$ cat config.mk
export PLATFORM = sky130hd
export DESIGN_NAME = alr_ram
export DESIGN_NICKNAME = d
export VERILOG_FILES = /design/src/sv/alr_ram.sv
export SDC_FILE = /design/constraint.sdc
export NUM_CORES = 1
export LEC_CHECK = 0
export BUFFER_PORTS_ARGS = -buffer_cell sky130_fd_sc_hd__buf_2
export CELL_PAD_IN_SITES_DETAIL_PLACEMENT = 1
export CELL_PAD_IN_SITES_GLOBAL_PLACEMENT = 2
export CORE_ASPECT_RATIO = 0.9
export CORE_MARGIN = 2
export CORE_UTILIZATION = 30
export CTS_BUF_LIST = sky130_fd_sc_hd__clkbuf_16
export DETAILED_ROUTE_END_ITERATION = 7
export PLACE_DENSITY_LB_ADDON = 0.1
export SYNTH_ARGS = -nofsm -noshare
export SYNTH_HDL_FRONTEND = slang
export SYNTH_SLANG_ARGS = --single-unit
$ cat constraint.sdc
create_clock -name clk -period 0.8 [get_ports clk]
set_input_delay 0 -clock clk [delete_from_list [all_inputs] [get_ports clk]]
set_output_delay 0 -clock clk [all_outputs]
set_load 0.01 [all_outputs]
$ cat src/sv/alr_ram.sv
// generic single-port-write ram with registered read
`default_nettype none
module alr_ram #(
    parameter int WIDTH = 8,
    parameter int DEPTH = 2
) (
    input  wire logic                     clk,
    input  wire logic                     we,
    input  wire logic [$clog2(DEPTH)-1:0] waddr,
    input  wire logic [WIDTH-1:0]         wdata,
    input  wire logic [$clog2(DEPTH)-1:0] raddr,
    output logic      [WIDTH-1:0]         rdata
);
    logic [WIDTH-1:0] mem [DEPTH];

    always_ff @(posedge clk)
    begin
        if (we)
        begin
            mem[waddr] <= wdata;
        end
        rdata <= mem[raddr];
    end
endmodule
`default_nettype wire

==> Word-level counts from Yosys, hierarchy flattened <==
Memories as Yosys holds them, arrays and structs flattened. A register that Yosys moved wholly into a read port is not among the register bits.
Index checks and enable logic that the tools add are counted.
{ "word_totals": {"input_bits": 12, "reg_bits": 0, "ramBits": 16, "mem_count": 1, "elab_cells": 3} }
{ "op_classes": {"mux": 2} }
{ "memory_table": {"columns": ["memory", "depth", "word_bits", "read_ports", "rd_ports_with_merged_regs", "write_ports", "line", "text"], "rows": [
  ["mem", 2, 8, 1, 1, 1, "14", "logic [WIDTH-1:0] mem [DEPTH];"]
]} }
{ "ops": {"columns": ["cell", "n"], "rows": [
  ["$mux 1", 2]
]} }

==> Logic depth before layout (Yosys ltp) <==
{ "depth": {"ltp_word": 2, "depth_mapped": 2, "mapped_depth_nobuf": 1} }

==> Worst setup path before layout <==
OpenSTA, ideal clock, no wires.
{ "synth_timing": {"path_kind": "in2reg", "startpoint": "input we", "endpoint": "memory mem[0][0], enable pin", "path_buffers": 0, "arrival_ns": 0.420, "stages": 1, "setup_slack_ns": 0.007, "t_required_ns": 0.427, "path_cell_list": "nor2b_1"} }
{ "synth_between": {"elab_chain_len": 2} }
{ "synth_rtl": {"columns": ["element", "line", "text"], "rows": [
  ["start: declaration", "8", "input wire logic we,"],
  ["$mux 1", "18", "if (we)"],
  ["$mux 1 (implied by the code)", "20", "mem[waddr] <= wdata;"],
  ["end: declaration", "14", null]
]} }
No other way between the ends.

==> Worst setup path after layout <==
{ "layout_timing": {"startpoint": "memory mem[0][2]", "endpoint": "register rdata[2] (read register of mem)"} }
{ "layout_lines": {"columns": ["element", "line", "text"], "rows": [
  ["end: declaration", "12", "output logic [WIDTH-1:0] rdata"]
]} }
No word-level cell between the ends.

==> results.toml <==
[status]
outcome = "finished, final reports clean"

[power]
power.density_nw_per_um2 = 2490
p_leak_nw = 0.454
vdd_drop_max_uv = 1280

[layout]
multi_input_area_um2 = 133
regArea_um2 = 641
drive_gt1_share_pct = 50.0
synthToLayoutAreaGrowth_pct = 38.8
fin_nets = 82
n_fill_cell = 250
n_antenna_cell = 0

[synthesis]
synth_fp_nets = 47
synth_top_area_share_pct = 61.2
yosysSeqAreaShare_pct = 81.7
synth_cell_type_count = 6
syn_area_um2 = 785
synthTopCellsByCount = "edfxtp_1 (16), dfxtp_1 (8), mux2_4 (8)"
netlist_instances = 35
yosys.area.top_type = "edfxtp_1"
syn_avg_cell_area_um2 = 22.4
synth.most_common_cell = "edfxtp_1"
synth_area_leaders = "edfxtp_1 (61%), dfxtp_1 (20%), mux2_4 (15%), buf_6 (1.4%), and2_1 (0.80%)"
synth_ff_type = "edfxtp_1"
async_flop_share_pct = 0
ys_ff_latch = 24
ys_warn_count = 0
synth-edff-count = 16

[route]
drc_errors = 0
drtAntennaViolNets = 0
drt-initial-drc-count = 7
wl_per_cell_um = 13.9
vias_per_cell = 4.47
drt-total-wl_um = 1330
first_pass_iters = 2
num_vias = 429

[worst_setup_path]
worstReg2RegStart = "mem[0][2]"
path_cells = "mux2_4"
path_buf_inv = 0
rr_worst_depth = 1
crit_slowest_cell = "edfxtp_1"
r2r_slack_ns = 0.05
critPathMaxStageDelay_ns = 0.37
end_kind = "flop"
cp.depth = 1
crit_path_start_kind = "flop"
required_ns = 0.94
cp_max_fo = 1
r2r_end = "rdata[2]"
cpLargestDelayFamily = "flip-flops"
path_class = "reg2reg"
arrival_ns = 0.89

[place]
dp_hpwl_um = 1020
preCtsSetupSlack_ns = 0.0447
io_buffers = 19
gp_congestion = 0.640

[clock_network]
cts_root_buf = "clkbuf_16"
cts_made_buffers = 3
cts.sinks = 24
htree_levels = 1
ctsHoldBuffers = 8
clkLatencyLatePin_ns = 0.25
cts-resized-gates = 0
cts_tree = "built"
clk_pin_slew_ns = 0.06
post-cts-setup-buffers = 0
cts_buffer_depth = 2

[sta]
tightest_slew_ns = 0.275
rsz0062_at_grt = "no"
slew_viol_final = 0
max_slew_margin_pct = 81.7
fmax_ghz = 1.34
final_hold_viol_count = 0
fin_tns_setup_ns = 0
skew_ns = 0.00124
fin_ws_ns = 0.0511
finalSetupViolCount = 0
fin_crit_sh_pct = 93.6
period_needed_ns = 0.749

[grt]
grt_max_degree = 13
antenna_found_initial = 0
grtUsageTotal_pct = 9.89
grt_pass1_vias = 494
grt_pass1_wl_um = 2110
grt_overflow = 0

[hold_path]
worstHoldEndpoint = "rdata[5]"
hold_path_depth = 2
holdCritPathClass = "in2reg"
min_from = "raddr"

[die]
initial_core_util_pct = 31.8
io_pins = 20
die_w_um = 57.9
die_h_um = 52.5
core_um2 = 2470
rows = 17
die-area_um2 = 3040

[job]
timing.max_cap.violations = 0
## layout make-up
cell class                      instances  area share (%)
Clock buffer                            3            6.90
Sequential cell                        24            58.9
Multi-Input combinational cell         10            12.2
Timing Repair Buffer                   31            18.9
Tap cell                               28            3.22
## worst max path at each step
stage,startpoint,end,slack (ns)
after floorplan,we,mem[0][0],0.007
after global placement,mem[0][5],rdata[5],0.08
after detailed placement,we,mem[0][1],0.04
after CTS,mem[1][6],rdata[6],0.04
after global routing,mem[1][3],rdata[3],0.02
final,mem[0][2],rdata[2],0.05
## per-stage QoR
| stage | utilization, % | cell area [um2] | hold slack, ns | cells | power (W) |
|---|---|---|---|---|---|
| 6_report | 44.1 | 1090 | 0.190 | 96 | 0.00271 |
| 3_5_place_dp | 37.8 | 933 | 0.195 | 85 | 0.00168 |
| 3_3_place_gp | 37.8 | 933 | 0.189 | 85 | 0.00165 |
| 5_1_grt | 44.1 | 1090 | 0.199 | 96 | 0.00281 |
| 2_1_floorplan | - | 785 | 0.0989 | 35 | 0.00157 |
| 4_1_cts | 44.1 | 1090 | 0.194 | 96 | 0.00274 |
## kinds of logic after synthesis
kind of cell	Yosys count	share of synthesized area [%]
buf+inv	1	1.44
flops	24	81.7
mux	8	15.3
simple gates	2	1.60
## state kept, by name, summed over array words and instances (netlist names)
register / count
rdata: 8
mem: 16
## where the power goes
group / switching [W] / internal, W
logic: 0.0000890 / 0.000137
clock network: 0.000377 / 0.000660
registers: 0.0000241 / 0.00142
## layer usage
| layer | routed length [um] | vias to the layer above | global-route usage, % |
|---|---|---|---|
| met2 | 771 | 14 | 20.1 |
| met3 | 75 | 2 | 2.47 |
| li1 | - | 199 | - |
| met1 | 470 | 214 | 9.06 |
| met5 | 0 | - | 0 |
| met4 | 15 | 0 | 4.65 |
## placed cells by master, fill, tap and decap left out
cell type      count
buf_2             19
edfxtp_1          16
mux2_4             8
dlygate4sd3_1      8
dfxtp_1            8
buf_4              4
clkbuf_16          3
nor2b_1            1
and2_1             1
Note: power is estimated with default switching activity, not from simulation.
